$ cat src/rtl/core/iqrtm_pkg.sv
// Package for the trimmed-mean window block: field widths, defaults and codes.
// Used by every module under rtl/core; depends on nothing else.
package iqrtm_pkg;
	localparam int DefWindow   = 16;
	localparam int DefChannels = 9;
	localparam int DataW       = 16;
	localparam int ChanW       = 4;
	localparam int SumOutW     = 20;
	localparam int CntOutW     = 5;
	localparam int MeanW       = 32;

	localparam logic REQ_READING = 1'b0;
	localparam logic REQ_RESTART = 1'b1;
endpackage

$ cat src/rtl/core/iqrtm_store.sv
// Sample memory for the trimmed-mean window block: one array, one write port and
// one registered read port. Depends on iqrtm_pkg.
module iqrtm_store
	import iqrtm_pkg::*;
#(
	parameter int Depth = DefWindow * DefChannels,
	localparam int AW = (Depth > 1) ? $clog2(Depth) : 1
) (
	input  logic             clk,
	input  logic             wr_en,
	input  logic [AW-1:0]    wr_addr,
	input  logic [DataW-1:0] wr_data,
	input  logic [AW-1:0]    rd_addr,
	output logic [DataW-1:0] rd_data
);
	logic [DataW-1:0] mem_q [Depth];

	always_ff @(posedge clk) begin
		if (wr_en) begin
			mem_q[wr_addr] <= wr_data;
		end
		rd_data <= mem_q[rd_addr];
	end
endmodule

$ cat src/rtl/core/iqrtm_divider.sv
// Restoring divider for the mean: one quotient bit a cycle, quotient masked to
// 32 bits. Depends on iqrtm_pkg.
module iqrtm_divider
	import iqrtm_pkg::*;
#(
	parameter int NumW = 38,
	parameter int DenW = 7
) (
	input  logic            clk,
	input  logic            arst_n,
	input  logic            start,
	input  logic [NumW-1:0] num,
	input  logic [DenW-1:0] den,
	output logic            done,
	output logic [MeanW-1:0] quot
);
	localparam int CW = $clog2(NumW + 1);
	logic [NumW-1:0] num_q;
	logic [NumW-1:0] quo_q;
	logic [DenW:0]   rem_q;
	logic [DenW-1:0] den_q;
	logic [CW-1:0]   cnt_q;
	logic            busy_q;
	logic [DenW:0]   trial;
	logic            fits;

	always_comb begin
		trial = {rem_q[DenW-1:0], num_q[NumW-1]};
		fits  = trial >= {1'b0, den_q};
	end

	always_ff @(posedge clk or negedge arst_n) begin
		if (!arst_n) begin
			busy_q <= 1'b0;
			done   <= 1'b0;
			cnt_q  <= '0;
		end else begin
			done <= 1'b0;
			if (start) begin
				busy_q <= 1'b1;
				cnt_q  <= CW'(NumW);
			end else if (busy_q) begin
				cnt_q <= cnt_q - 1'b1;
				if (cnt_q == CW'(1)) begin
					busy_q <= 1'b0;
					done   <= 1'b1;
				end
			end
		end
	end

	always_ff @(posedge clk) begin
		if (start) begin
			num_q <= num;
			den_q <= den;
			rem_q <= '0;
			quo_q <= '0;
		end else if (busy_q) begin
			num_q <= num_q << 1;
			rem_q <= fits ? (trial - {1'b0, den_q}) : trial;
			quo_q <= {quo_q[NumW-2:0], fits};
		end
	end

	assign quot = quo_q[MeanW-1:0];
endmodule

$ cat src/rtl/core/iqr_trimmed_mean_window_top.sv
// Top level of the trimmed-mean window block: input and result channels, the
// sequencer that sorts and reduces each channel. Depends on iqrtm_pkg,
// iqrtm_store and iqrtm_divider.
//
// Usage: one beat on the input channel carries a restart request or one
// nine-channel reading. Restart empties the window; readings not warmed up,
// and readings after the window is full, are dropped. The beat that fills the
// window starts the reduction, and the block then sends one result beat per
// channel, channel 0 first, with last set on the final channel.
// Sequence: a restart or dropped beat is accepted, then passes through the
// done state before ready returns; a stored reading writes one channel a
// cycle, and the next beat is taken once all channels are written. The
// filling beat runs, per channel, an insertion sort over the shared memory
// (read the key, read v[j], then compare and move), a fence scan and a sum
// of the kept entries, then a bit-serial divide of 37 quotient bits for W of
// 16; most of its time goes to sort reads on the memory's single read port.
// The block holds in_ready low throughout. A result waits in its output
// register while the receiver stalls; the sequencer stops until it is taken.
// Reset clears the sample count and sequencer; the memory needs no clearing
// since only written entries are read.
module iqr_trimmed_mean_window_top
	import iqrtm_pkg::*;
#(
	parameter int WINDOW   = DefWindow,
	parameter int CHANNELS = DefChannels
) (
	input  logic               clk,
	input  logic               arst_n,
	input  logic               in_valid,
	output logic               in_ready,
	input  logic               req_type,
	input  logic               warmed_up,
	input  logic [DataW-1:0]   pm1p0_atm,
	input  logic [DataW-1:0]   pm2p5_atm,
	input  logic [DataW-1:0]   pm10_atm,
	input  logic [DataW-1:0]   count_0p3,
	input  logic [DataW-1:0]   count_0p5,
	input  logic [DataW-1:0]   count_1p0,
	input  logic [DataW-1:0]   count_2p5,
	input  logic [DataW-1:0]   count_5,
	input  logic [DataW-1:0]   count_10,
	output logic               out_valid,
	input  logic               out_ready,
	output logic [ChanW-1:0]   channel,
	output logic [SumOutW-1:0] trimmed_sum,
	output logic [CntOutW-1:0] kept_count,
	output logic [MeanW-1:0]   mean_fixed,
	output logic               last
);
	localparam int Depth = WINDOW * CHANNELS;
	localparam int AW    = $clog2(Depth);
	localparam int IW    = $clog2(WINDOW + 1);
	localparam int CHW   = (CHANNELS > 1) ? $clog2(CHANNELS) : 1;
	localparam int SumW  = DataW + $clog2(WINDOW) + 1;
	localparam int NumW  = SumW + 16;
	localparam int Q1    = WINDOW / 4;
	localparam int Q3    = WINDOW - WINDOW / 4 - 1;

	// Sequencer codes.
	localparam logic [4:0] ST_IDLE  = 5'd0;
	localparam logic [4:0] ST_WRITE = 5'd1;
	localparam logic [4:0] ST_SI    = 5'd2;   // read key v[i]
	localparam logic [4:0] ST_SIW   = 5'd3;
	localparam logic [4:0] ST_SJ    = 5'd4;   // read v[j]
	localparam logic [4:0] ST_SJW   = 5'd5;
	localparam logic [4:0] ST_SCMP  = 5'd6;   // compare, shift up or place key
	localparam logic [4:0] ST_Q1    = 5'd7;
	localparam logic [4:0] ST_Q1W   = 5'd8;
	localparam logic [4:0] ST_Q3    = 5'd9;
	localparam logic [4:0] ST_Q3W   = 5'd10;
	localparam logic [4:0] ST_FENCE = 5'd11;
	localparam logic [4:0] ST_LO    = 5'd12;
	localparam logic [4:0] ST_LOW   = 5'd13;
	localparam logic [4:0] ST_HI    = 5'd14;
	localparam logic [4:0] ST_HIW   = 5'd15;
	localparam logic [4:0] ST_SUM   = 5'd16;
	localparam logic [4:0] ST_SUMW  = 5'd17;
	localparam logic [4:0] ST_DIV   = 5'd18;
	localparam logic [4:0] ST_DIVW  = 5'd19;
	localparam logic [4:0] ST_OUT   = 5'd20;
	localparam logic [4:0] ST_DONE  = 5'd21;

	logic [4:0]       state_q;
	logic [IW-1:0]    count_q;
	logic [CHW-1:0]   ch_q;
	logic [CHW-1:0]   wch_q;
	logic [DataW-1:0] wdata_q [CHANNELS];
	logic [IW-1:0]    i_q;
	logic [IW:0]      j_q;      // signed-style: j may reach -1
	logic [DataW-1:0] key_q;
	logic [DataW-1:0] q1_q;
	logic [DataW-1:0] q3_q;
	logic signed [DataW+2:0] lowlim_q;
	logic signed [DataW+2:0] highlim_q;
	logic [IW-1:0]    lo_q;
	logic [IW-1:0]    hi_q;
	logic [IW-1:0]    k_q;
	logic [SumW-1:0]  sum_q;

	logic             wr_en;
	logic [AW-1:0]    wr_addr;
	logic [DataW-1:0] wr_data;
	logic [AW-1:0]    rd_addr;
	logic [DataW-1:0] rd_data;
	logic [IW-1:0]    rd_idx;
	logic [IW-1:0]    wr_idx;
	logic [CHW-1:0]   wr_ch;
	logic             div_start;
	logic             div_done;
	logic [MeanW-1:0] div_quot;
	logic [IW-1:0]    cnt_full;
	logic             in_beat;
	logic             out_beat;
	logic [DataW:0]   iqr;
	logic [DataW+2:0] half3;

	assign in_beat  = in_valid && in_ready;
	assign out_beat = out_valid && out_ready;
	assign in_ready = (state_q == ST_IDLE);
	assign cnt_full = hi_q - lo_q + 1'b1;

	iqrtm_store #(.Depth(Depth)) u_store (
		.clk     (clk),
		.wr_en   (wr_en),
		.wr_addr (wr_addr),
		.wr_data (wr_data),
		.rd_addr (rd_addr),
		.rd_data (rd_data)
	);

	iqrtm_divider #(.NumW(NumW), .DenW(IW)) u_div (
		.clk    (clk),
		.arst_n (arst_n),
		.start  (div_start),
		.num    ({sum_q, 16'h0000}),
		.den    (cnt_full),
		.done   (div_done),
		.quot   (div_quot)
	);

	// Memory addressing: channel-major, WINDOW entries per channel.
	always_comb begin
		wr_en   = 1'b0;
		wr_idx  = count_q;
		wr_ch   = wch_q;
		wr_data = wdata_q[wch_q];
		rd_idx  = i_q;
		if (state_q == ST_WRITE) begin
			wr_en = 1'b1;
		end else if (state_q == ST_SCMP) begin
			wr_en = 1'b1;
			wr_ch = ch_q;
			if (!j_q[IW] && (rd_data > key_q)) begin
				wr_idx  = IW'(j_q + 1'b1);
				wr_data = rd_data;
			end else begin
				wr_idx  = IW'(j_q + 1'b1);
				wr_data = key_q;
			end
		end
		case (state_q)
			ST_SJ:   rd_idx = j_q[IW-1:0];
			ST_SJW:  rd_idx = j_q[IW-1:0];
			ST_Q1:   rd_idx = IW'(Q1);
			ST_Q3:   rd_idx = IW'(Q3);
			ST_LO:   rd_idx = lo_q;
			ST_HI:   rd_idx = hi_q;
			ST_SUM:  rd_idx = k_q;
			default: rd_idx = i_q;
		endcase
		wr_addr = AW'(wr_ch * WINDOW + wr_idx);
		rd_addr = AW'(ch_q * WINDOW + rd_idx);
	end

	assign iqr   = {1'b0, q3_q} - {1'b0, q1_q};
	assign half3 = ({2'b00, iqr} + {1'b0, iqr, 1'b0}) >> 1;
	assign div_start = (state_q == ST_DIV);

	always_ff @(posedge clk or negedge arst_n) begin
		if (!arst_n) begin
			state_q   <= ST_IDLE;
			count_q   <= '0;
			ch_q      <= '0;
			wch_q     <= '0;
			out_valid <= 1'b0;
		end else begin
			case (state_q)
				ST_IDLE: begin
					if (in_beat) begin
						if (req_type == REQ_RESTART) begin
							count_q <= '0;
							state_q <= ST_DONE;
						end else if (warmed_up && (count_q < IW'(WINDOW))) begin
							wch_q   <= '0;
							state_q <= ST_WRITE;
						end else begin
							state_q <= ST_DONE;
						end
					end
				end
				ST_WRITE: begin
					if (wch_q == CHW'(CHANNELS - 1)) begin
						count_q <= count_q + 1'b1;
						if (count_q == IW'(WINDOW - 1)) begin
							ch_q    <= '0;
							i_q     <= IW'(1);
							state_q <= ST_SI;
						end else begin
							state_q <= ST_IDLE;
						end
					end else begin
						wch_q <= wch_q + 1'b1;
					end
				end
				ST_SI:  state_q <= ST_SIW;
				ST_SIW: begin
					key_q   <= rd_data;
					j_q     <= {1'b0, i_q} - 1'b1;
					state_q <= ST_SJ;
				end
				ST_SJ:  state_q <= ST_SJW;
				ST_SJW: state_q <= ST_SCMP;
				ST_SCMP: begin
					if (!j_q[IW] && (rd_data > key_q)) begin
						j_q     <= j_q - 1'b1;
						state_q <= (j_q == '0) ? ST_SCMP : ST_SJ;
					end else if (i_q == IW'(WINDOW - 1)) begin
						state_q <= ST_Q1;
					end else begin
						i_q     <= i_q + 1'b1;
						state_q <= ST_SI;
					end
				end
				ST_Q1:  state_q <= ST_Q1W;
				ST_Q1W: begin
					q1_q    <= rd_data;
					state_q <= ST_Q3;
				end
				ST_Q3:  state_q <= ST_Q3W;
				ST_Q3W: begin
					q3_q    <= rd_data;
					state_q <= ST_FENCE;
				end
				ST_FENCE: begin
					lowlim_q  <= $signed({3'b000, q1_q}) - $signed(half3);
					highlim_q <= $signed({3'b000, q3_q}) + $signed(half3);
					lo_q      <= '0;
					hi_q      <= IW'(WINDOW - 1);
					state_q   <= ST_LO;
				end
				ST_LO:  state_q <= ST_LOW;
				ST_LOW: begin
					if ((lo_q < IW'(Q1)) && ($signed({3'b000, rd_data}) < lowlim_q)) begin
						lo_q    <= lo_q + 1'b1;
						state_q <= ST_LO;
					end else begin
						state_q <= ST_HI;
					end
				end
				ST_HI:  state_q <= ST_HIW;
				ST_HIW: begin
					if ((hi_q > IW'(Q3)) && ($signed({3'b000, rd_data}) > highlim_q)) begin
						hi_q    <= hi_q - 1'b1;
						state_q <= ST_HI;
					end else begin
						k_q     <= lo_q;
						sum_q   <= '0;
						state_q <= ST_SUM;
					end
				end
				ST_SUM:  state_q <= ST_SUMW;
				ST_SUMW: begin
					sum_q <= sum_q + SumW'(rd_data);
					if (k_q == hi_q) begin
						state_q <= ST_DIV;
					end else begin
						k_q     <= k_q + 1'b1;
						state_q <= ST_SUM;
					end
				end
				ST_DIV: state_q <= ST_DIVW;
				ST_DIVW: begin
					if (div_done) begin
						channel     <= ChanW'(ch_q);
						trimmed_sum <= SumOutW'(sum_q);
						kept_count  <= CntOutW'(cnt_full);
						mean_fixed  <= div_quot;
						last        <= (ch_q == CHW'(CHANNELS - 1));
						out_valid   <= 1'b1;
						state_q     <= ST_OUT;
					end
				end
				ST_OUT: begin
					if (out_beat) begin
						out_valid <= 1'b0;
						if (ch_q == CHW'(CHANNELS - 1)) begin
							state_q <= ST_DONE;
						end else begin
							ch_q    <= ch_q + 1'b1;
							i_q     <= IW'(1);
							state_q <= ST_SI;
						end
					end
				end
				ST_DONE: state_q <= ST_IDLE;
				default: state_q <= ST_IDLE;
			endcase
		end
	end

	// Input payload capture on the accepted beat.
	always_ff @(posedge clk) begin
		if (in_beat) begin
			wdata_q[0] <= pm1p0_atm;
			if (CHANNELS > 1) wdata_q[1 % CHANNELS] <= pm2p5_atm;
			if (CHANNELS > 2) wdata_q[2 % CHANNELS] <= pm10_atm;
			if (CHANNELS > 3) wdata_q[3 % CHANNELS] <= count_0p3;
			if (CHANNELS > 4) wdata_q[4 % CHANNELS] <= count_0p5;
			if (CHANNELS > 5) wdata_q[5 % CHANNELS] <= count_1p0;
			if (CHANNELS > 6) wdata_q[6 % CHANNELS] <= count_2p5;
			if (CHANNELS > 7) wdata_q[7 % CHANNELS] <= count_5;
			if (CHANNELS > 8) wdata_q[8 % CHANNELS] <= count_10;
		end
	end

`ifndef SYNTHESIS
	// The block never takes a new reading while a result is pending.
	a_no_in_while_out: assert property (@(posedge clk) disable iff (!arst_n)
		out_valid |-> !in_ready)
		else $error("input accepted while result pending");

	// A result only appears with the divider having just finished.
	a_out_after_div: assert property (@(posedge clk) disable iff (!arst_n)
		$rose(out_valid) |-> $past(div_done))
		else $error("result raised without division");

	// The kept count is never zero.
	a_kept_range: assert property (@(posedge clk) disable iff (!arst_n)
		out_valid |-> (kept_count != '0))
		else $error("kept count zero");
`endif
endmodule
$ cat config.mk
export PLATFORM = sky130hd
export DESIGN_NAME = iqr_trimmed_mean_window_top
export DESIGN_NICKNAME = d
export VERILOG_FILES = /design/src/rtl/core/iqrtm_pkg.sv /design/src/rtl/core/iqrtm_store.sv /design/src/rtl/core/iqrtm_divider.sv /design/src/rtl/core/iqr_trimmed_mean_window_top.sv
export SDC_FILE = /design/constraint.sdc
export NUM_CORES = 2
export LEC_CHECK = 0
export BUFFER_PORTS_ARGS = -buffer_cell sky130_fd_sc_hd__buf_2
export CAP_MARGIN = 20
export CORE_AREA = 5 5 388 676
export DETAILED_ROUTE_END_ITERATION = 16
export DIE_AREA = 0 0 393 681
export GPL_ROUTABILITY_DRIVEN = 0
export MAX_ROUTING_LAYER = met4
export PLACE_DENSITY_LB_ADDON = 0.12
export SKIP_LAST_GASP = 1
export SLEW_MARGIN = 20
export SYNTH_ARGS = -nofsm -noshare
export SYNTH_HDL_FRONTEND = slang
export SYNTH_SLANG_ARGS = --single-unit
$ cat constraint.sdc
create_clock -name clk -period 18 [get_ports clk]
set_input_delay 2.7 -clock clk [delete_from_list [all_inputs] [get_ports clk]]
set_output_delay 2.7 -clock clk [all_outputs]
set_load 0.01 [all_outputs]
Word-level counts from Yosys, hierarchy flattened
Memories as Yosys holds them, arrays and structs flattened. A register that Yosys moved wholly into a read port is not among the register bits. Index checks and enable logic that the tools add are counted.

Memories kept: 2. Bits in writable memories: 2448. Word-level logic and storage cells: 211. Output and inout port bits: 64. Input bits: 150. Bits in registers: 285.

Magnitude comparators: 7. Equal/unequal tests: 43. Muxes and demuxes: 75. Add/sub/neg operators: 21. Reductions and logical operators: 35.

Memories: u_store.mem_q (words 144, width 16, read ports 1, clocked after Yosys merged registers in 1, write ports 1, RTL line iqrtm_store.sv:16) `logic [DataW-1:0] mem_q [Depth];`; wdata_q (words 9, width 16, read ports 1, clocked after Yosys merged registers in 0, write ports 9, RTL line iqr_trimmed_mean_window_top.sv:87) `logic [DataW-1:0] wdata_q [CHANNELS];`.

Operator list (count): $mux W5 (24); $pmux W5 S21 (1); $mux W37 (2); $eq A5 B4 Y1 const B (10); $mux W16 (3); $pmux W21 S2 (1); $mux W4 (10); $pmux W5 S2 (4); $add A5 B1 Y5 const B (6); $pmux W5 S6 (1); $eq A5 B5 Y1 const B (5); $add A21 B16 Y21 (1); $mux W21 (1); $eq A5 B3 Y1 const B (4); $ne A2 B2 Y1 const B (10); $add A16 B18 Y19 (1); $add A17 B18 Y19 (1); $gt A17 B19 Y1 (1); $lt A17 B19 Y1 (1); $sub A16 B18 Y19 (1); $mux W6 (3); $reduce_and A3 Y1 (6); $sub A16 B16 Y17 (1); $add A8 B5 Y8 (2); other kinds (34) (81).

Depth between registers and ports, before layout
Word-level depth: 6. Gate-level depth with buffers: 26.

Modules after synthesis
Synthesis repeated with hierarchy kept, for this count alone.

Cell total of the unflattened synthesis: 5931. Area, all modules: 112405.3 sq um.

By module, submodules not included: iqrtm_store (area an instance 89418.3 sq um, seq. area each 69506.7 sq um, instances 1, cells each 4098); iqr_trimmed_mean_window_top (area an instance 19353.6 sq um, seq. area each 10655.2 sq um, instances 1, cells each 1560); iqrtm_divider (area an instance 3633.5 sq um, seq. area each 2202.1 sq um, instances 1, cells each 273).

Worst setup path after synthesis
No wires, ideal clock.

Path type: register to register. From: reg state_q[0]. To: mem u_store.mem_q[0][0] (data pin). Setup slack: 10.865 ns. Data arrival time: 6.159 ns. Cell stages (with the launch flop): 10. Setup time: 0.976 ns. Path through: dfrtp_1 > buf_2 > inv_1 > clkbuf_1 > nand2_1 > nor3_1 > clkbuf_1 > buf_1 > a211oi_1 > a21oi_1.

Longest elaborated chain between the ends: 3. Elaborated cells between the ends (all ways): 4.

RTL lines: start: declaration (RTL line iqr_trimmed_mean_window_top.sv:83) `logic [4:0] state_q;`; start signal: assignment (RTL line iqr_trimmed_mean_window_top.sv:226) `state_q <= (j_q == '0) ? ST_SCMP : ST_SJ;`; $eq A5 B3 Y1 (RTL line iqr_trimmed_mean_window_top.sv:150) `end else if (state_q == ST_SCMP) begin`; $mux W16 (RTL line iqr_trimmed_mean_window_top.sv:150); $mux W16 * (RTL line iqr_trimmed_mean_window_top.sv:148) `if (state_q == ST_WRITE) begin`; via u_store.wr_data[0] (RTL line iqrtm_store.sv:12) `input logic [DataW-1:0] wr_data,`; end: declaration (RTL line iqrtm_store.sv:16).

Mark *: on every way through the listed nets, which the timed path passes. The rest lies on a longest branch.

Final worst setup path
From: reg state_q[3]. To: reg u_store.rd_data[5], read port of u_store.mem_q.

Longest elaborated chain between the ends: 4. Elaborated cells between the ends (all ways): 10.

RTL lines: $eq A5 B3 Y1 (RTL line iqr_trimmed_mean_window_top.sv:161) `case (state_q)`; $reduce_or A2 Y1 (no source line); $pmux W5 S6 * (RTL line iqr_trimmed_mean_window_top.sv:161); $add A8 B5 Y8 * (RTL line iqr_trimmed_mean_window_top.sv:172) `rd_addr = AW'(ch_q * WINDOW + rd_idx);`; end: declaration (RTL line iqrtm_store.sv:14) `output logic [DataW-1:0] rd_data`.

Every way passes the cells marked *; elsewhere a longest branch is shown, timed or not. A chain may end at the register's enable or synchronous reset.

==> impl_metrics.yaml <==
outcome:
  run_status: "completed"
timing:
  finalSetupViolations: 0
  min_period_ps: 7000
  worst_pin_slew_ps: 1250
  finalHoldViolations: 0
  rsz0062_at_grt: "false"
  timing.final.crit_share_pct: 38.9
  maxSlewViolCount: 0
  slew_headroom_pct: 16.6
  fmax_ghz: 0.143
  skew_ps: 77.6
  whs_ps: 434
  tns_ps: 0
cts:
  post_cts_resized: 0
  clock_latency_ps: 970
  numCtsBuffers: 249
  cts.htree.levels: 4
  cts.clk_slew.worst_paths_ps: 60
  hold_buffers: 0
  clock_sinks: 2749
  cts_tree: "yes"
  cts_root_buf: "clkbuf_16"
  clockBufferDepth: 4
  cts_setup_buffers: 0
floorplanning:
  rows: 246
  coreArea_um2: 256000
  dieWidth_um: 393
  die-area_um2: 268000
  initial_utilization_pct: 44.7
  ios: 214
  die_y_um: 681
global_routing:
  grt_max_degree: 169
  grt_use_total_pct: 27.7
  grt_first_pass_wirelength_um: 522000
  grt.overflow.total: 0
  grt_pass1_vias: 72500
  antenna_found_initial: 17
cells_and_area:
  layout.nets: 9392
  mostFrequentLayoutCell: "edfxtp_1"
  drive_gt1_share_pct: 11.1
  final_cell_mix: "2669 x edfxtp_1, 2303 x nand2_1, 934 x nand3_1, 368 x nor2_1, 273 x buf_4"
  finalNonFillerCells: 12600
  fin_util_pct: 50.2
  syn_to_final_growth_pct: 12.3
power:
  max-vdd-ir-drop_mv: 0.190
  power_frac_seq_pct: 33.5
  power_density_nw_per_um2: 203
  intPower_uw: 14500
  sw_frac_of_total_pct: 44.7
  p_leak_uw: 0.0455
  p_sw_uw: 11700
  p_comb_share_pct: 45.5
  clockPowerShare_pct: 21.0
worst_setup_path:
  cpPeakStageDelay_ps: 900
  cp.depth: 14
  cp.arrival_ps: 7850
  cp.required_ps: 18850
  end_kind: "flip-flop"
  cpMostUsedCell: "buf_4"
  critical_path_class: "flip-flop to flip-flop"
  cp-start-kind: "flip-flop"
  cp_cell_sequence: "or4b_4, nor2_1, a211oi_1, a21o_4, buf_4, buf_4, buf_4, nand2_1, nand3_1, nand2_1, o221ai_1, a21oi_1, mux4_2, a21oi_1"
  ff2ff_path_depth: 14
  worst_path_dominant_cell_family: "compound AO/OA/AOI/OAI gates"
  cp_num_buf_inv: 3
  critPathMaxFanout: 68
  slowest_stage: "dfrtp_1"
logic_synthesis:
  synth_flop_cell: "edfxtp_1"
  syn_nets: 9137
  ys_top_cells_by_area: "edfxtp_1 70%, nand2_1 7.6%, nand3_1 4.1%, mux2i_1 2.1%, ha_1 1.8%"
  yosys.area.top_type: "edfxtp_1"
  ys_ff_latch: 2749
  yosysWarnings: 0
  synth.avg_cell_area_um2: 13.0
  synthCells: 8817
  ys_seq_area_share_pct: 71.5
  synth_cell_types: 91
  synth_top_area_share_pct: 69.9
  syn-cell-area_um2: 115000
  async_flop_share_pct: 0.982
  synth_edf_count: 2669
min_path:
  min_path_type: "flip-flop to flip-flop"
  holdPathStages: 0
placed_design:
  hpwl_um: 233000
  io_buffers: 213
  placed_cells: 12200
routing:
  viasPerCell: 5.86
  post_drt_wl_per_cell_um: 29.2
  routed_wl_um: 369000
  drt_first_pass_iters: 6
  vias: 74100
  drc: 0
  antenna_left: 0
  initialDrtViolationCount: 7348
flow_run:
  cap_violations: 0
## worst paths after layout
kind	from	end	slack, ps
worst max register to register	state_q[3]	u_store.rd_data[5]	11000
worst max-delay path	state_q[3]	u_store.rd_data[5]	11000
worst min-delay path	u_div.quo_q[31]	mean_fixed[31]	430
max in group asynchronous	arst_n	wch_q[1]	15700
worst min register to register	u_div.quo_q[31]	mean_fixed[31]	430
min in group asynchronous	arst_n	u_div.cnt_q[3]	1820
## state kept, by name, indices dropped and copies added, names as in the netlist, 6 cells and up
signal / cells
u_store.mem_q: 2304
wdata_q: 144
mean_fixed: 32
u_div.quo_q: 32
sum_q: 21
u_div.num_q: 21
trimmed_sum: 20
highlim_q: 19
lowlim_q: 19
key_q: 16
q1_q: 16
q3_q: 16
u_store.rd_data: 16
j_q: 6
u_div.cnt_q: 6
## power groups by stage
stage / logic (uW) / registers (uW) / clock network [uW]
2_1_floorplan: 6530 / 9130 / 0
5_1_grt: 12500 / 8780 / 5820
6_report: 11900 / 8760 / 5480
3_3_place_gp: 11700 / 8890 / 0
3_5_place_dp: 11900 / 8900 / 0
4_1_cts: 11900 / 8760 / 5580
## cell usage after synthesis, types with 112 or more instances
library cell and count:
inv_1 141, edfxtp_1 2669, nand3_1 934, and3_1 159, buf_2 226, clkbuf_1 171
ha_1 163, mux2i_1 242, a21oi_1 189, nand2_1 2312, a31oi_1 112, nor2_1 381
## logic make-up (layout without fill, tap and decap cells)
group | Yosys count | in the layout | synth area share [%]
AO/OA/AOI/OAI | 844 | 844 | 5.12
XOR/XNOR | 112 | 112 | 0.863
multiplexers | 285 | 285 | 2.95
adder cells (fa/ha/maj) | 170 | 170 | 1.90
other | 0 | 14 | 0
buffers and inverters | 644 | 1108 | 2.61
AND/OR/NAND/NOR | 4013 | 4013 | 15.1
flip-flops | 2749 | 2749 | 71.5
## layer usage
metal / global-route usage, % / vias up / part of all wire [%]
li1: - / 32900 / -
met1: 30.9 / 37600 / 35
met2: 47.5 / 2868 / 51
met3: 3.24 / 778 / 5.8
met4: 17.5 / 0 / 7.9
met5: - / - / 0
## stage by stage
stage / instance area (um2) / setup slack [ps] / total power (uW)
floorplan: 115000 / 10870 / 15700
finish: 129000 / 11000 / 26100
detailed placement: 120000 / 10920 / 20800
global placement: 120000 / 10830 / 20600
global route: 129000 / 10740 / 27100
CTS: 129000 / 10930 / 26300
## final cells by class
cell class | instances | area [um2]
Inverter | 142 | 533
Clock buffer | 313 | 6690
Fill cell | 22100 | 127000
Tap cell | 3348 | 4190
Antenna cell | 14 | 35.0
Clock inverter | 147 | 1600
Sequential cell | 2749 | 81900
Multi-Input combinational cell | 5424 | 30300
Timing Repair Buffer | 506 | 3460
Power figures use the tool's default switching activity.
